<file path="src/hdl/jts_pkg.sv">
// Shared constants, register map and types for the jet top-k trigger selector.
// No dependencies; every other file in hdl/ imports this package.
`timescale 1ns / 1ps

package jts_pkg;

   // Widths of the kept values. Wider input values saturate into these.
   localparam int PT_BITS   = 16;
   localparam int BTAG_BITS = 11;

   // Fixed field widths of one jet word.
   localparam int JET_PT_W   = 16;
   localparam int JET_ETA_W  = 12;
   localparam int JET_BTAG_W = 12;

   // Kept values per collection, and the number of collections.
   localparam int NPT   = 4;
   localparam int NBT   = 3;
   localparam int NCOLL = 2;

   // Working widths for saturation and for the threshold sums.
   localparam int PT_EXT_W = (PT_BITS > JET_PT_W) ? PT_BITS : JET_PT_W;
   localparam int BT_EXT_W = (BTAG_BITS > JET_BTAG_W) ? BTAG_BITS : JET_BTAG_W;
   localparam int PT_SUM_W = (PT_BITS + 1 > 17) ? PT_BITS + 1 : 17;
   localparam int BT_SUM_W = (BTAG_BITS + 1 > 13) ? BTAG_BITS + 1 : 13;

   localparam logic [PT_EXT_W-1:0] PT_SAT_MAX = PT_EXT_W'((1 << PT_BITS) - 1);
   localparam logic signed [BT_EXT_W-1:0] BT_SAT_MAX =
      BT_EXT_W'((1 << (BTAG_BITS - 1)) - 1);
   localparam logic signed [BT_EXT_W-1:0] BT_SAT_MIN =
      BT_EXT_W'(-(1 << (BTAG_BITS - 1)));

   // Register widths.
   localparam int PAIR_MIN_W  = 17;
   localparam int QUAD_MIN_W  = 17;
   localparam int BTAG_MIN_W  = 13;
   localparam int ETA_LIMIT_W = 11;
   localparam int BT_PT_MIN_W = 16;

   // Configuration port.
   localparam int CSR_ADDR_W = 5;
   localparam int CSR_DATA_W = 32;
   localparam int REG_IDX_W  = 3;

   localparam logic [REG_IDX_W-1:0] REG_PAIR_MIN  = 3'd0;
   localparam logic [REG_IDX_W-1:0] REG_QUAD_MIN  = 3'd1;
   localparam logic [REG_IDX_W-1:0] REG_BTAG_MIN  = 3'd2;
   localparam logic [REG_IDX_W-1:0] REG_ETA_LIMIT = 3'd3;
   localparam logic [REG_IDX_W-1:0] REG_BT_PT_MIN = 3'd4;

   localparam logic [PAIR_MIN_W-1:0]  RST_PAIR_MIN  = 17'd1440;
   localparam logic [QUAD_MIN_W-1:0]  RST_QUAD_MIN  = 17'd720;
   localparam logic [BTAG_MIN_W-1:0]  RST_BTAG_MIN  = 13'd717;
   localparam logic [ETA_LIMIT_W-1:0] RST_ETA_LIMIT = 11'd640;
   localparam logic [BT_PT_MIN_W-1:0] RST_BT_PT_MIN = 16'd240;

   // Queue between the classifying front and the top-k back.
   localparam int Q_DEPTH = 4;
   localparam int Q_PTR_W = 2;
   localparam int Q_CNT_W = 3;

   // Current thresholds as seen by the datapath.
   typedef struct packed {
      logic [PAIR_MIN_W-1:0]  pair_min;
      logic [QUAD_MIN_W-1:0]  quad_min;
      logic [BTAG_MIN_W-1:0]  btag_min;
      logic [ETA_LIMIT_W-1:0] eta_limit;
      logic [BT_PT_MIN_W-1:0] bt_pt_min;
   } jts_cfg_type;

   // One classified jet word.
   typedef struct packed {
      logic                 collection;
      logic                 last;
      logic                 pt_keep;
      logic                 bt_keep;
      logic [PT_BITS-1:0]   pt;
      logic [BTAG_BITS-1:0] bt;
   } jts_entry_type;

   // Flags of one event decision.
   typedef struct packed {
      logic accept;
      logic calo_pair_pass;
      logic calo_quad_pass;
      logic calo_btag_pass;
      logic pf_pair_pass;
      logic pf_quad_pass;
      logic pf_btag_pass;
      logic too_few_jets;
   } jts_result_type;

endpackage

</file>
<file path="src/hdl/jts_if.sv">
// Valid/ready channel interfaces for jet words in and event decisions out.
// Depends on jts_pkg for the field widths.
`timescale 1ns / 1ps

interface jts_req_if import jts_pkg::*; ();
   logic                         valid;
   logic                         ready;
   logic [JET_PT_W-1:0]          jet_pt;
   logic signed [JET_ETA_W-1:0]  jet_eta;
   logic signed [JET_BTAG_W-1:0] jet_btag;
   logic                         collection;
   logic                         last_of_event;

   modport source (
      output valid, jet_pt, jet_eta, jet_btag, collection, last_of_event,
      input  ready
   );
   modport sink (
      input  valid, jet_pt, jet_eta, jet_btag, collection, last_of_event,
      output ready
   );
endinterface

interface jts_rsp_if import jts_pkg::*; ();
   logic valid;
   logic ready;
   logic accept;
   logic calo_pair_pass;
   logic calo_quad_pass;
   logic calo_btag_pass;
   logic pf_pair_pass;
   logic pf_quad_pass;
   logic pf_btag_pass;
   logic too_few_jets;

   modport source (
      output valid, accept, calo_pair_pass, calo_quad_pass, calo_btag_pass,
             pf_pair_pass, pf_quad_pass, pf_btag_pass, too_few_jets,
      input  ready
   );
   modport sink (
      input  valid, accept, calo_pair_pass, calo_quad_pass, calo_btag_pass,
             pf_pair_pass, pf_quad_pass, pf_btag_pass, too_few_jets,
      output ready
   );
endinterface

</file>
<file path="src/hdl/jts_csr.sv">
// APB-style register block holding the selector thresholds.
// Depends on jts_pkg for the register map and reset values.
`timescale 1ns / 1ps

module jts_csr import jts_pkg::*; (
   input  logic                  clock,
   input  logic                  reset,
   input  logic                  csr_psel,
   input  logic                  csr_penable,
   input  logic                  csr_pwrite,
   input  logic [CSR_ADDR_W-1:0] csr_paddr,
   input  logic [CSR_DATA_W-1:0] csr_pwdata,
   output logic [CSR_DATA_W-1:0] csr_prdata,
   output logic                  csr_pready,
   output jts_cfg_type           cfg
);

   jts_cfg_type            cfg_ff;
   jts_cfg_type            cfg_in;
   logic [REG_IDX_W-1:0]   reg_idx;
   logic                   wr_en;

   assign csr_pready = 1'b1;
   assign reg_idx    = csr_paddr[CSR_ADDR_W-1:2];
   assign wr_en      = csr_psel && csr_penable && csr_pwrite;
   assign cfg        = cfg_ff;

   // Register write decode; indexes past the map are ignored.
   always_comb begin
      cfg_in = cfg_ff;
      if (wr_en) begin
         case (reg_idx)
            REG_PAIR_MIN:  cfg_in.pair_min  = csr_pwdata[PAIR_MIN_W-1:0];
            REG_QUAD_MIN:  cfg_in.quad_min  = csr_pwdata[QUAD_MIN_W-1:0];
            REG_BTAG_MIN:  cfg_in.btag_min  = csr_pwdata[BTAG_MIN_W-1:0];
            REG_ETA_LIMIT: cfg_in.eta_limit = csr_pwdata[ETA_LIMIT_W-1:0];
            REG_BT_PT_MIN: cfg_in.bt_pt_min = csr_pwdata[BT_PT_MIN_W-1:0];
            default:       cfg_in = cfg_ff;
         endcase
      end
   end

   always_ff @(posedge clock) begin
      if (reset) begin
         cfg_ff.pair_min  <= RST_PAIR_MIN;
         cfg_ff.quad_min  <= RST_QUAD_MIN;
         cfg_ff.btag_min  <= RST_BTAG_MIN;
         cfg_ff.eta_limit <= RST_ETA_LIMIT;
         cfg_ff.bt_pt_min <= RST_BT_PT_MIN;
      end else begin
         cfg_ff <= cfg_in;
      end
   end

   // Read mux; the signed btag threshold reads back sign-extended.
   always_comb begin
      case (reg_idx)
         REG_PAIR_MIN:  csr_prdata = CSR_DATA_W'(cfg_ff.pair_min);
         REG_QUAD_MIN:  csr_prdata = CSR_DATA_W'(cfg_ff.quad_min);
         REG_BTAG_MIN:  csr_prdata = CSR_DATA_W'($signed(cfg_ff.btag_min));
         REG_ETA_LIMIT: csr_prdata = CSR_DATA_W'(cfg_ff.eta_limit);
         REG_BT_PT_MIN: csr_prdata = CSR_DATA_W'(cfg_ff.bt_pt_min);
         default:       csr_prdata = '0;
      endcase
   end

endmodule

</file>
<file path="src/hdl/jts_front.sv">
// Front end: takes jet words, saturates pt and btag and classifies each jet
// against the eta limit and the btag pt minimum. Depends on jts_pkg, jts_if.
`timescale 1ns / 1ps

module jts_front import jts_pkg::*; (
   jts_req_if.sink       req_chan,
   input  jts_cfg_type   cfg,
   input  logic          q_ready,
   output logic          q_push,
   output jts_entry_type q_entry
);

   logic [JET_ETA_W-1:0]       abs_eta;
   logic                       eta_ok;
   logic [PT_EXT_W-1:0]        pt_ext;
   logic signed [BT_EXT_W-1:0] bt_ext;
   logic [PT_BITS-1:0]         pt_sat;
   logic [BTAG_BITS-1:0]       bt_sat;

   // Accept a word whenever the queue has room.
   assign req_chan.ready = q_ready;
   assign q_push         = req_chan.valid && q_ready;

   // Absolute eta; the most negative code maps to its magnitude.
   assign abs_eta = req_chan.jet_eta[JET_ETA_W-1] ? (~req_chan.jet_eta + 1'b1)
                                                  : req_chan.jet_eta;
   assign eta_ok  = abs_eta <= JET_ETA_W'(cfg.eta_limit);

   // Saturate pt and btag into the kept widths.
   assign pt_ext = PT_EXT_W'(req_chan.jet_pt);
   assign bt_ext = BT_EXT_W'(req_chan.jet_btag);

   always_comb begin
      if (pt_ext > PT_SAT_MAX) begin
         pt_sat = PT_SAT_MAX[PT_BITS-1:0];
      end else begin
         pt_sat = pt_ext[PT_BITS-1:0];
      end
      if (bt_ext > BT_SAT_MAX) begin
         bt_sat = BT_SAT_MAX[BTAG_BITS-1:0];
      end else if (bt_ext < BT_SAT_MIN) begin
         bt_sat = BT_SAT_MIN[BTAG_BITS-1:0];
      end else begin
         bt_sat = bt_ext[BTAG_BITS-1:0];
      end
   end

   // The btag pt cut uses the raw pt.
   assign q_entry.collection = req_chan.collection;
   assign q_entry.last       = req_chan.last_of_event;
   assign q_entry.pt_keep    = eta_ok;
   assign q_entry.bt_keep    = eta_ok && (req_chan.jet_pt >= cfg.bt_pt_min);
   assign q_entry.pt         = pt_sat;
   assign q_entry.bt         = bt_sat;

endmodule

</file>
<file path="src/hdl/jts_queue.sv">
// Short FIFO of classified jet words between the front end and the top-k back.
// Depends on jts_pkg for the word type and depth.
`timescale 1ns / 1ps

module jts_queue import jts_pkg::*; (
   input  logic          clock,
   input  logic          reset,
   input  logic          push,
   input  jts_entry_type push_entry,
   output logic          push_ready,
   input  logic          pop,
   output logic          head_valid,
   output jts_entry_type head_entry
);

   jts_entry_type        mem_ff [Q_DEPTH];
   logic [Q_PTR_W-1:0]   wr_ptr_ff;
   logic [Q_PTR_W-1:0]   wr_ptr_in;
   logic [Q_PTR_W-1:0]   rd_ptr_ff;
   logic [Q_PTR_W-1:0]   rd_ptr_in;
   logic [Q_CNT_W-1:0]   count_ff;
   logic [Q_CNT_W-1:0]   count_in;
   logic                 do_pop;

   assign push_ready = count_ff != Q_CNT_W'(Q_DEPTH);
   assign head_valid = count_ff != '0;
   assign head_entry = mem_ff[rd_ptr_ff];
   assign do_pop     = pop && head_valid;

   // Pointer and fill-count update.
   always_comb begin
      wr_ptr_in = push ? wr_ptr_ff + 1'b1 : wr_ptr_ff;
      rd_ptr_in = do_pop ? rd_ptr_ff + 1'b1 : rd_ptr_ff;
      count_in  = count_ff;
      if (push && !do_pop) begin
         count_in = count_ff + 1'b1;
      end else if (!push && do_pop) begin
         count_in = count_ff - 1'b1;
      end
   end

   always_ff @(posedge clock) begin
      if (reset) begin
         wr_ptr_ff <= '0;
         rd_ptr_ff <= '0;
         count_ff  <= '0;
      end else begin
         wr_ptr_ff <= wr_ptr_in;
         rd_ptr_ff <= rd_ptr_in;
         count_ff  <= count_in;
      end
   end

   // Storage needs no reset; the fill count guards it.
   always_ff @(posedge clock) begin
      if (push) begin
         mem_ff[wr_ptr_ff] <= push_entry;
      end
   end

endmodule

</file>
<file path="src/hdl/jts_back.sv">
// Back end: per-collection top-four pt and top-three btag lists with a
// parallel insert, then the six threshold tests and the output word.
// Depends on jts_pkg and jts_if.
`timescale 1ns / 1ps

module jts_back import jts_pkg::*; (
   input  logic          clock,
   input  logic          reset,
   input  jts_cfg_type   cfg,
   input  logic          head_valid,
   input  jts_entry_type head_entry,
   output logic          pop,
   jts_rsp_if.source     rsp_chan
);

   // Working lists, kept in descending order with prefix valid bits.
   logic [PT_BITS-1:0]          pt_ff   [NCOLL][NPT];
   logic [PT_BITS-1:0]          pt_new  [NCOLL][NPT];
   logic [PT_BITS-1:0]          pt_in   [NCOLL][NPT];
   logic [NPT-1:0]              ptv_ff  [NCOLL];
   logic [NPT-1:0]              ptv_mrg [NCOLL];
   logic [NPT-1:0]              ptv_in  [NCOLL];
   logic [NPT-1:0]              pt_ge   [NCOLL];
   logic signed [BTAG_BITS-1:0] bt_ff   [NCOLL][NBT];
   logic signed [BTAG_BITS-1:0] bt_new  [NCOLL][NBT];
   logic signed [BTAG_BITS-1:0] bt_in   [NCOLL][NBT];
   logic [NBT-1:0]              btv_ff  [NCOLL];
   logic [NBT-1:0]              btv_mrg [NCOLL];
   logic [NBT-1:0]              btv_in  [NCOLL];
   logic [NBT-1:0]              bt_ge   [NCOLL];
   logic [NCOLL-1:0]            upd_pt;
   logic [NCOLL-1:0]            upd_bt;

   // End-of-event snapshot.
   logic [PT_BITS-1:0]          snap_pt_ff  [NCOLL][NPT];
   logic [NPT-1:0]              snap_ptv_ff [NCOLL];
   logic signed [BTAG_BITS-1:0] snap_bt_ff  [NCOLL][NBT];
   logic [NBT-1:0]              snap_btv_ff [NCOLL];
   logic                        snap_valid_ff;
   logic                        snap_valid_in;

   // Output word.
   jts_result_type              res_ff;
   jts_result_type              res_in;
   logic                        out_valid_ff;
   logic                        out_valid_in;

   logic                        snap_move;
   logic                        snap_free;
   logic                        pop_last;
   logic signed [BTAG_BITS-1:0] in_bt;
   logic [NCOLL-1:0]            pair_ok;
   logic [NCOLL-1:0]            quad_ok;
   logic [NCOLL-1:0]            btag_ok;
   logic [PT_SUM_W-1:0]         pair_sum [NCOLL];
   logic [PT_SUM_W-1:0]         quad_sum [NCOLL];
   logic signed [BT_SUM_W-1:0]  btag_sum [NCOLL];

   // Flow control: a last word needs the snapshot slot, others pass freely.
   assign snap_move = snap_valid_ff && (!out_valid_ff || rsp_chan.ready);
   assign snap_free = !snap_valid_ff || snap_move;
   assign pop       = head_valid && (!head_entry.last || snap_free);
   assign pop_last  = pop && head_entry.last;
   assign in_bt     = $signed(head_entry.bt);

   // Parallel insert: every kept entry at or above the new value stays put,
   // the new value lands just below them, and the rest shift down one.
   always_comb begin
      for (int c = 0; c < NCOLL; c++) begin
         for (int i = 0; i < NPT; i++) begin
            pt_ge[c][i] = ptv_ff[c][i] && (pt_ff[c][i] >= head_entry.pt);
         end
         pt_new[c][0] = pt_ge[c][0] ? pt_ff[c][0] : head_entry.pt;
         for (int i = 1; i < NPT; i++) begin
            if (pt_ge[c][i]) begin
               pt_new[c][i] = pt_ff[c][i];
            end else if (pt_ge[c][i-1]) begin
               pt_new[c][i] = head_entry.pt;
            end else begin
               pt_new[c][i] = pt_ff[c][i-1];
            end
         end
         upd_pt[c] = pop && (head_entry.collection == 1'(c)) && head_entry.pt_keep
                     && !pt_ge[c][NPT-1];

         for (int i = 0; i < NBT; i++) begin
            bt_ge[c][i] = btv_ff[c][i] && (bt_ff[c][i] >= in_bt);
         end
         bt_new[c][0] = bt_ge[c][0] ? bt_ff[c][0] : in_bt;
         for (int i = 1; i < NBT; i++) begin
            if (bt_ge[c][i]) begin
               bt_new[c][i] = bt_ff[c][i];
            end else if (bt_ge[c][i-1]) begin
               bt_new[c][i] = in_bt;
            end else begin
               bt_new[c][i] = bt_ff[c][i-1];
            end
         end
         upd_bt[c] = pop && (head_entry.collection == 1'(c)) && head_entry.bt_keep
                     && !bt_ge[c][NBT-1];

         for (int i = 0; i < NPT; i++) begin
            pt_in[c][i] = upd_pt[c] ? pt_new[c][i] : pt_ff[c][i];
         end
         ptv_mrg[c] = upd_pt[c] ? {ptv_ff[c][NPT-2:0], 1'b1} : ptv_ff[c];
         for (int i = 0; i < NBT; i++) begin
            bt_in[c][i] = upd_bt[c] ? bt_new[c][i] : bt_ff[c][i];
         end
         btv_mrg[c] = upd_bt[c] ? {btv_ff[c][NBT-2:0], 1'b1} : btv_ff[c];

         // The event ends here: the lists empty for the next event.
         ptv_in[c] = pop_last ? '0 : ptv_mrg[c];
         btv_in[c] = pop_last ? '0 : btv_mrg[c];
      end
   end

   always_ff @(posedge clock) begin
      if (reset) begin
         for (int c = 0; c < NCOLL; c++) begin
            ptv_ff[c] <= '0;
            btv_ff[c] <= '0;
         end
      end else begin
         ptv_ff <= ptv_in;
         btv_ff <= btv_in;
      end
   end

   always_ff @(posedge clock) begin
      pt_ff <= pt_in;
      bt_ff <= bt_in;
   end

   // Snapshot of the finished lists, taken with the last jet folded in.
   assign snap_valid_in = pop_last ? 1'b1 : (snap_move ? 1'b0 : snap_valid_ff);

   always_ff @(posedge clock) begin
      if (reset) begin
         snap_valid_ff <= 1'b0;
      end else begin
         snap_valid_ff <= snap_valid_in;
      end
   end

   always_ff @(posedge clock) begin
      if (pop_last) begin
         snap_pt_ff  <= pt_in;
         snap_ptv_ff <= ptv_mrg;
         snap_bt_ff  <= bt_in;
         snap_btv_ff <= btv_mrg;
      end
   end

   // Threshold tests; a test without enough kept jets fails.
   always_comb begin
      for (int c = 0; c < NCOLL; c++) begin
         pair_sum[c] = PT_SUM_W'(snap_pt_ff[c][0]) + PT_SUM_W'(snap_pt_ff[c][1]);
         quad_sum[c] = PT_SUM_W'(snap_pt_ff[c][2]) + PT_SUM_W'(snap_pt_ff[c][3]);
         btag_sum[c] = BT_SUM_W'(snap_bt_ff[c][1]) + BT_SUM_W'(snap_bt_ff[c][2]);
         pair_ok[c]  = snap_ptv_ff[c][1] && (pair_sum[c] >= PT_SUM_W'(cfg.pair_min));
         quad_ok[c]  = snap_ptv_ff[c][NPT-1]
                       && (quad_sum[c] >= PT_SUM_W'(cfg.quad_min));
         btag_ok[c]  = snap_btv_ff[c][NBT-1]
                       && (btag_sum[c] >= BT_SUM_W'($signed(cfg.btag_min)));
      end
      res_in.calo_pair_pass = pair_ok[0];
      res_in.calo_quad_pass = quad_ok[0];
      res_in.calo_btag_pass = btag_ok[0];
      res_in.pf_pair_pass   = pair_ok[1];
      res_in.pf_quad_pass   = quad_ok[1];
      res_in.pf_btag_pass   = btag_ok[1];
      res_in.accept         = (&pair_ok) && (&quad_ok) && (&btag_ok);
      res_in.too_few_jets   = !(snap_ptv_ff[0][NPT-1] && snap_ptv_ff[1][NPT-1]
                                && snap_btv_ff[0][NBT-1] && snap_btv_ff[1][NBT-1]);
   end

   // Output register.
   assign out_valid_in = snap_move ? 1'b1 : (rsp_chan.ready ? 1'b0 : out_valid_ff);

   always_ff @(posedge clock) begin
      if (reset) begin
         out_valid_ff <= 1'b0;
      end else begin
         out_valid_ff <= out_valid_in;
      end
   end

   always_ff @(posedge clock) begin
      if (snap_move) begin
         res_ff <= res_in;
      end
   end

   assign rsp_chan.valid          = out_valid_ff;
   assign rsp_chan.accept         = res_ff.accept;
   assign rsp_chan.calo_pair_pass = res_ff.calo_pair_pass;
   assign rsp_chan.calo_quad_pass = res_ff.calo_quad_pass;
   assign rsp_chan.calo_btag_pass = res_ff.calo_btag_pass;
   assign rsp_chan.pf_pair_pass   = res_ff.pf_pair_pass;
   assign rsp_chan.pf_quad_pass   = res_ff.pf_quad_pass;
   assign rsp_chan.pf_btag_pass   = res_ff.pf_btag_pass;
   assign rsp_chan.too_few_jets   = res_ff.too_few_jets;

endmodule

</file>
<file path="src/hdl/jet_topk_trigger_select_core.sv">
// Jet top-k trigger selector, top level.
// The last jet of an event leaves the queue, is folded into the snapshot of
// the kept lists, and the tests on it are registered as the decision word.
// Throughput: one jet per cycle while the back end keeps taking queued jets.
// Reset (synchronous, active high) empties the queue, the kept lists and the
// output, and loads the default thresholds. Uses jts_pkg and jts_if.
`timescale 1ns / 1ps

module jet_topk_trigger_select_core import jts_pkg::*; (
   input  logic                  clock,
   input  logic                  reset,
   jts_req_if.sink               req_chan,
   jts_rsp_if.source             rsp_chan,
   input  logic                  csr_psel,
   input  logic                  csr_penable,
   input  logic                  csr_pwrite,
   input  logic [CSR_ADDR_W-1:0] csr_paddr,
   input  logic [CSR_DATA_W-1:0] csr_pwdata,
   output logic [CSR_DATA_W-1:0] csr_prdata,
   output logic                  csr_pready
);

   jts_cfg_type   cfg;
   logic          q_ready;
   logic          q_push;
   jts_entry_type q_entry;
   logic          head_valid;
   jts_entry_type head_entry;
   logic          pop;

   // Threshold registers.
   jts_csr u_csr (
      .clock       (clock),
      .reset       (reset),
      .csr_psel    (csr_psel),
      .csr_penable (csr_penable),
      .csr_pwrite  (csr_pwrite),
      .csr_paddr   (csr_paddr),
      .csr_pwdata  (csr_pwdata),
      .csr_prdata  (csr_prdata),
      .csr_pready  (csr_pready),
      .cfg         (cfg)
   );

   // Classification of incoming jet words.
   jts_front u_front (
      .req_chan (req_chan),
      .cfg      (cfg),
      .q_ready  (q_ready),
      .q_push   (q_push),
      .q_entry  (q_entry)
   );

   // Decoupling queue.
   jts_queue u_queue (
      .clock      (clock),
      .reset      (reset),
      .push       (q_push),
      .push_entry (q_entry),
      .push_ready (q_ready),
      .pop        (pop),
      .head_valid (head_valid),
      .head_entry (head_entry)
   );

   // Top-k lists, tests and the decision word.
   jts_back u_back (
      .clock      (clock),
      .reset      (reset),
      .cfg        (cfg),
      .head_valid (head_valid),
      .head_entry (head_entry),
      .pop        (pop),
      .rsp_chan   (rsp_chan)
   );

endmodule
</file>
<file path="src/flat_wrapper.sv">
// flat-port wrapper written by rule: the top's interface ports become plain ports
module jet_topk_trigger_select_core_flat import jts_pkg::*;
  (clock, reset, csr_psel, csr_penable, csr_pwrite, csr_paddr, csr_pwdata, csr_prdata, csr_pready, req_chan_valid, req_chan_jet_pt, req_chan_jet_eta, req_chan_jet_btag, req_chan_collection, req_chan_last_of_event, req_chan_ready, rsp_chan_valid, rsp_chan_accept, rsp_chan_calo_pair_pass, rsp_chan_calo_quad_pass, rsp_chan_calo_btag_pass, rsp_chan_pf_pair_pass, rsp_chan_pf_quad_pass, rsp_chan_pf_btag_pass, rsp_chan_too_few_jets, rsp_chan_ready);
  jts_req_if req_chan_i ();
  jts_rsp_if rsp_chan_i ();
  input  logic clock;
  input  logic reset;
  input  logic csr_psel;
  input  logic csr_penable;
  input  logic csr_pwrite;
  input  logic [CSR_ADDR_W-1:0] csr_paddr;
  input  logic [CSR_DATA_W-1:0] csr_pwdata;
  output logic [CSR_DATA_W-1:0] csr_prdata;
  output logic csr_pready;
  input wire logic [$bits(req_chan_i.valid)-1:0] req_chan_valid;
  input wire logic [$bits(req_chan_i.jet_pt)-1:0] req_chan_jet_pt;
  input wire logic [$bits(req_chan_i.jet_eta)-1:0] req_chan_jet_eta;
  input wire logic [$bits(req_chan_i.jet_btag)-1:0] req_chan_jet_btag;
  input wire logic [$bits(req_chan_i.collection)-1:0] req_chan_collection;
  input wire logic [$bits(req_chan_i.last_of_event)-1:0] req_chan_last_of_event;
  output wire logic [$bits(req_chan_i.ready)-1:0] req_chan_ready;
  output wire logic [$bits(rsp_chan_i.valid)-1:0] rsp_chan_valid;
  output wire logic [$bits(rsp_chan_i.accept)-1:0] rsp_chan_accept;
  output wire logic [$bits(rsp_chan_i.calo_pair_pass)-1:0] rsp_chan_calo_pair_pass;
  output wire logic [$bits(rsp_chan_i.calo_quad_pass)-1:0] rsp_chan_calo_quad_pass;
  output wire logic [$bits(rsp_chan_i.calo_btag_pass)-1:0] rsp_chan_calo_btag_pass;
  output wire logic [$bits(rsp_chan_i.pf_pair_pass)-1:0] rsp_chan_pf_pair_pass;
  output wire logic [$bits(rsp_chan_i.pf_quad_pass)-1:0] rsp_chan_pf_quad_pass;
  output wire logic [$bits(rsp_chan_i.pf_btag_pass)-1:0] rsp_chan_pf_btag_pass;
  output wire logic [$bits(rsp_chan_i.too_few_jets)-1:0] rsp_chan_too_few_jets;
  input wire logic [$bits(rsp_chan_i.ready)-1:0] rsp_chan_ready;
  assign req_chan_i.valid = req_chan_valid;
  assign req_chan_i.jet_pt = req_chan_jet_pt;
  assign req_chan_i.jet_eta = req_chan_jet_eta;
  assign req_chan_i.jet_btag = req_chan_jet_btag;
  assign req_chan_i.collection = req_chan_collection;
  assign req_chan_i.last_of_event = req_chan_last_of_event;
  assign req_chan_ready = req_chan_i.ready;
  assign rsp_chan_valid = rsp_chan_i.valid;
  assign rsp_chan_accept = rsp_chan_i.accept;
  assign rsp_chan_calo_pair_pass = rsp_chan_i.calo_pair_pass;
  assign rsp_chan_calo_quad_pass = rsp_chan_i.calo_quad_pass;
  assign rsp_chan_calo_btag_pass = rsp_chan_i.calo_btag_pass;
  assign rsp_chan_pf_pair_pass = rsp_chan_i.pf_pair_pass;
  assign rsp_chan_pf_quad_pass = rsp_chan_i.pf_quad_pass;
  assign rsp_chan_pf_btag_pass = rsp_chan_i.pf_btag_pass;
  assign rsp_chan_too_few_jets = rsp_chan_i.too_few_jets;
  assign rsp_chan_i.ready = rsp_chan_ready;
  jet_topk_trigger_select_core u_core (.clock(clock), .reset(reset), .req_chan(req_chan_i), .rsp_chan(rsp_chan_i), .csr_psel(csr_psel), .csr_penable(csr_penable), .csr_pwrite(csr_pwrite), .csr_paddr(csr_paddr), .csr_pwdata(csr_pwdata), .csr_prdata(csr_prdata), .csr_pready(csr_pready));
endmodule
</file>
<file path="config.mk">
export PLATFORM = sky130hd
export DESIGN_NAME = jet_topk_trigger_select_core_flat
export DESIGN_NICKNAME = d
export VERILOG_FILES = /design/src/hdl/jts_pkg.sv /design/src/hdl/jts_if.sv /design/src/hdl/jts_csr.sv /design/src/hdl/jts_front.sv /design/src/hdl/jts_queue.sv /design/src/hdl/jts_back.sv /design/src/hdl/jet_topk_trigger_select_core.sv /design/src/flat_wrapper.sv
export SDC_FILE = /design/constraint.sdc
export NUM_CORES = 1
export LEC_CHECK = 0
export BUFFER_PORTS_ARGS = -buffer_cell sky130_fd_sc_hd__buf_2
export CAP_MARGIN = 25
export CORE_ASPECT_RATIO = 1.5
export CORE_UTILIZATION = 50
export DETAILED_ROUTE_END_ITERATION = 10
export GPL_TIMING_DRIVEN = 0
export PLACE_DENSITY = 0.67
export SLEW_MARGIN = 20
export SYNTH_ARGS = -nofsm -noshare
export SYNTH_HDL_FRONTEND = slang
export SYNTH_SLANG_ARGS = --single-unit
</file>
<file path="constraint.sdc">
create_clock -name clock -period 7.75 [get_ports clock]
set_input_delay 1.1625 -clock clock [delete_from_list [all_inputs] [get_ports clock]]
set_output_delay 1.1625 -clock clock [all_outputs]
set_load 0.01 [all_outputs]
</file>
======== After elaboration in Yosys (flattened, before gate mapping) ========
Memory sizes are Yosys's and may differ from the RTL's. A register that Yosys moved wholly into a read port is not among the register bits.
Cells that the tools add are included.
W data, S select, Z words.
storage, ports and cells
  register bits after elaboration ......... 485
  bits in writable memories ............... 124
  bits of input ports ..................... 86
  output and inout port bits .............. 43
  word-level logic and storage cells ...... 225
  memories ................................ 1
memories
  memory                 words  bits a word  rd ports  clocked after Yosys merged registers in  write ports  line             RTL
  u_core.u_queue.mem_ff  4      31           1         1                                        1            jts_queue.sv:16  jts_entry_type mem_ff [Q_DEPTH];
operators by class
  add/sub/neg operators ................... 11
  order comparisons ....................... 25
  eq/ne operators ......................... 5
  muxes and demuxes ....................... 53
  bitwise gates (word level) .............. 4
  reductions and logical operators ........ 74
operator list
  operator                 count
  $mux W16                 23
  $pmux W32 S5             1
  $mux W11                 14
  $ge A16 B16 Y1           9
  $add A16 B16 Y17         4
  $ge A17 B17 Y1           4
  $ge A11 B11 Y1           6
  $logic_and A1 B1 Y1      45
  $ge A12 B13 Y1           2
  $add A11 B11 Y12         2
  $reduce_and A2 Y1        10
  $gt A16 B16 Y1 const B   1
  $add A12 B1 Y12 const B  1
  $gt A12 B11 Y1 const B   1
  $le A12 B11 Y1           1
  $lt A12 B11 Y1 const B   1
  $mux W12                 1
  $mux W3                  4
  $not A12 Y12             1
  $logic_not A1 Y1         10
  $mux W4                  2
  $eq A3 B2 Y1 const B     2
  $mux W1                  6
  $reduce_bool A2 Y1       3
  other kinds (12)         18

======== Longest topological paths before layout ========
  word-level depth ........................ 10
  gate-level depth with buffers ........... 18

======== Modules after synthesis ========
A second synthesis with hierarchy kept.
second synthesis, totals
  cell total of the unflattened synthesis .. 2936
  area, all modules ....................... 34037.6 µm²
by module, submodules not included
  module     instances  cells each  area an instance (µm²)  sequential area each (µm²)
  jts_back   1          2198        24218.2                 10009.6
  jts_queue  1          206         4918.5                  3903.7
  jts_csr    1          377         3707.3                  1481.4
  jts_front  1          155         1193.6                  0.0

======== Least setup slack after synthesis ========
No wires, ideal clock.
  path kind ............................... input to register
  from .................................... input port rsp_chan_ready
  to ...................................... register u_core.u_back.snap_bt_ff[0] (netlist bit), enable pin
  arrival time ............................ 4926 ps
  data required time ...................... 7221 ps
  path slack .............................. 2295 ps
  stages .................................. 4
  cell sequence ........................... nor2b_1 -> nand2_1 -> nand3b_1 -> inv_1
between the ends
  longest elaborated chain between the ends .. 6
RTL lines
  item                        line                RTL
  from (decl)                 flat_wrapper.sv:31  input wire logic [$bits(rsp_chan_i.ready)-1:0] rsp_chan_ready;
  $logic_or A1 B1 Y1          jts_back.sv:60      assign snap_move = snap_valid_ff && (!out_valid_ff || rsp_chan.ready);
  $logic_and A1 B1 Y1         jts_back.sv:60
  $logic_or A1 B1 Y1          jts_back.sv:61      assign snap_free = !snap_valid_ff || snap_move;
  $logic_or A1 B1 Y1          jts_back.sv:62      assign pop = head_valid && (!head_entry.last || snap_free);
  $logic_and A1 B1 Y1         jts_back.sv:62
  $logic_and A1 B1 Y1         jts_back.sv:63      assign pop_last = pop && head_entry.last;
  via u_core.u_back.pop_last  jts_back.sv:50      logic pop_last;
  to (signal assigned)        jts_back.sv:149     snap_bt_ff <= bt_in;
  to (decl)                   jts_back.sv:37      logic signed [BTAG_BITS-1:0] snap_bt_ff [NCOLL][NBT];
The timed path passes the listed nets, and every way through them passes these cells.
A chain may end at the register's enable or synchronous reset.

==> impl_metrics.env <==
export IMPL_powerDensity_nw_per_um2=510
export IMPL_seqPwrFrac_pct=29.4
export IMPL_cp_required_ns=8.06
export IMPL_start_kind="flop"
export IMPL_slew_limit_headroom_pct=27.5
export IMPL_cts_tree="yes"
export IMPL_final_setup_tns_ns=0
export IMPL_grt_max_degree=74
export IMPL_power_mw=18.9
export IMPL_syn_mean_instance_area_sq_um=11.0
export IMPL_cts_resized=0
export IMPL_max_clock_path_buffers=3
export IMPL_cts_setup_buffers=0
export IMPL_hold_path_class="flop to flop"
export IMPL_post_synth_top_count_cell="ha_1"
export IMPL_finalClockSkew_ns=0.0276
export IMPL_yosysTopAreaCellShare_pct=30.1
export IMPL_p_sw_share_pct=43.0
export IMPL_die_area_sq_um=67300
export IMPL_hold_buffers=0
export IMPL_viasPerCell=5.91
export IMPL_p_int_mw=10.8
export IMPL_drv_cap=0
export IMPL_crit_type="flop to flop"
export IMPL_cts_root_buf="clkbuf_16"
export IMPL_vdd_ir_drop_worst_mv=0.356
export IMPL_ys_warn_count=0
export IMPL_synth_seq_cells=603
export IMPL_die_y_um=317
export IMPL_antenna_left=0
export IMPL_fin_nets=3680
export IMPL_overflow=0
export IMPL_end_kind="flop"
export IMPL_hold_viol=0
export IMPL_synth_cell_types=74
export IMPL_hpwl_um=78100
export IMPL_cts_max_level=2
export IMPL_rsz0062_at_grt="no"
export IMPL_dr_pass1_iters=6
export IMPL_cts_clk_slew_worst_paths_ns=0.07
export IMPL_gp_congestion=0.924
export IMPL_p_leak_nw=14.7
export IMPL_drt_iter0_markers=1427
export IMPL_die_w_um=212
export IMPL_area_delta_synth_final_pct=11.8
export IMPL_ys_seq_area_share_pct=46.5
export IMPL_cts_buffers=59
export IMPL_post_route_drc_count=0
export IMPL_grt_pass1_wl_um=147000
export IMPL_drv_slew=0
export IMPL_cp_data_arrival_time_ns=6.78
export IMPL_async_reset_ff_share_pct=0
export IMPL_clock_latency_ns=0.64
export IMPL_syn_inst=3005
export IMPL_place_port_buffers=105
export IMPL_synth_area_sq_um=33100
export IMPL_grt_usage_pct=30.0
export IMPL_switchingPower_mw=8.12
export IMPL_vias=24300
export IMPL_core_sq_um=65500
export IMPL_setup_viol=0
export IMPL_drive_above_1_share_pct=13.6
export IMPL_cp_max_fo=10
export IMPL_grt_pass1_vias=24900
export IMPL_ys_top_cells_by_area="edfxtp_1, dfxtp_1, ha_1, mux2_2, a21oi_1"
export IMPL_antenna_found_initial=5
export IMPL_status="finished clean"
export IMPL_fin_crit_sh_pct=83.5
export IMPL_cts_sinks=603
export IMPL_pwr_share_comb_pct=54.5
export IMPL_synth_top_cells_by_count="ha_1, edfxtp_1, dfxtp_1"
export IMPL_pwr_share_clk_pct=16.1
export IMPL_fin_crit_ns=6.47
export IMPL_synth_edf_count=332
export IMPL_row_count=115
export IMPL_synth_nets=3505
export IMPL_wl_per_cell_um=24.5
export IMPL_tightest_slew_ns=1.08
export IMPL_ios=129
export IMPL_totalWireLength_um=101000
export IMPL_fillers=5617
export IMPL_ys_flop_type="edfxtp_1"
export IMPL_max_freq_mhz=154
export IMPL_start_util_pct=50.6
export IMPL_synth_area_leader_cell="edfxtp_1"
sequential cells by signal, indices dropped and copies added (netlist names), 2 cells and up, named ones only:
name,cells
u_core.u_back.btv_ff,4
u_core.u_back.snap_btv_ff,2
u_core.u_queue.mem_ff,124
u_core.u_back.snap_ptv_ff,4
u_core.u_back.bt_ff,66
u_core.u_back.pt_ff,128
u_core.u_back.ptv_ff,6
u_core.u_queue.rd_ptr_ff,2
u_core.u_back.snap_pt_ff,128
u_core.u_back.snap_bt_ff,44
u_core.u_queue.wr_ptr_ff,2
u_core.u_csr.cfg,74
u_core.u_queue.count_ff,3
final cells by class:
cell class	count	area, sq um	share of cell area (%)
inverters	183	694	1.88
flip-flops and latches	603	15400	41.6
repair buffers	114	702	1.90
diodes	7	17.5	0.0473
well taps	877	1100	2.96
plain buffers	104	492	1.33
clock buffers	70	1610	4.35
clock inverters	42	454	1.23
multi-input cells	2115	16600	44.7
cell families (layout without fill, tap and decap cells):
logic type                 count (synthesis)  count (layout)  share of synthesized area (%)
AOI/OAI and AO/OA                        676             676                           12.5
and+or+nand+nor                          669             669                           9.42
DFF                                      603             603                           46.5
adders and majority gates                414             414                           15.8
buffers and inverters                    287             513                           3.56
muxes                                    279             279                           10.2
xor gates and xnor gates                  76              76                           2.01
other                                      1               8                         0.0113
power groups by stage:
stage	Combinational (mW)	Sequential, mW	Clock [mW]
3_5_place_dp	10.2	5.59	0
2_1_floorplan	7.15	5.39	0
3_3_place_gp	9.72	5.66	0
4_1_cts	10.2	5.53	3.07
5_1_grt	11.4	5.64	3.19
6_report	10.3	5.55	3.04
worst max-delay path, stage by stage (launching register included):
cell and delay, ns:
dfxtp_1 0.33, buf_6 0.12, buf_2 0.32, buf_1 0.72, mux4_2 0.86, inv_1 0.63, ha_1 0.37, a21o_1 0.17
a21oi_1 0.14, o211ai_1 0.09, o311ai_1 0.68, and2_1 0.22, clkbuf_1 0.42, nand2b_1 0.29, o21ai_0 0.78
cell usage in the layout, fill, tap and decap left out, drive strengths merged, types with 9 or more instances in the layout:
master   instances
a2111oi          9
a211oi          25
a21o            57
a21oi          262
a221oi          16
a31oi           10
and3            31
and4             9
buf            149
clkbuf         139
clkinv          23
dfxtp          271
edfxtp         332
ha             407
inv            188
mux2           134
mux2i          113
mux4            32
nand2          236
nand2b          27
nand3           38
nand4           26
nor2           183
nor2b           49
nor3            22
o211ai          35
o21a            27
o21ai          153
o22ai           15
o31ai            9
or3             12
xnor2           64
xor2            12
per-layer routing:
layer	vias to the layer above	GRT usage, %	routed length [um]
met3	371	3.80	4230
met2	779	55.2	52500
met4	4	26.1	9650
li1	11400	-	-
met1	11700	29.5	34500
met5	-	0	29
worst paths after layout:
kind                   startpoint                           end  slack [ns]  depth (start not counted)
max                          flop  u_core.u_back.snap_pt_ff[16]        1.28                         14
min          u_core.u_csr.cfg[69]          u_core.u_csr.cfg[69]        0.48                          2
max reg2reg                  flop  u_core.u_back.snap_pt_ff[16]        1.28                         14
min reg2reg  u_core.u_csr.cfg[69]          u_core.u_csr.cfg[69]        0.48                          2
per-stage QoR:
step | instance area, sq um | utilization (%) | instances | hold slack (ns) | worst slack [ns]
finish | 37000 | 56.5 | 4115 | 0.477 | 1.28
floorplan | 33100 | - | 3005 | 0.446 | 2.29
detailed placement | 34900 | 53.3 | 3995 | 0.466 | 1.05
CTS | 37000 | 56.5 | 4107 | 0.476 | 0.960
global placement | 34700 | 53.1 | 3987 | 0.462 | 0.287
global route | 37000 | 56.5 | 4108 | 0.494 | 0.978
Note: power is estimated with default switching activity, not from simulation.
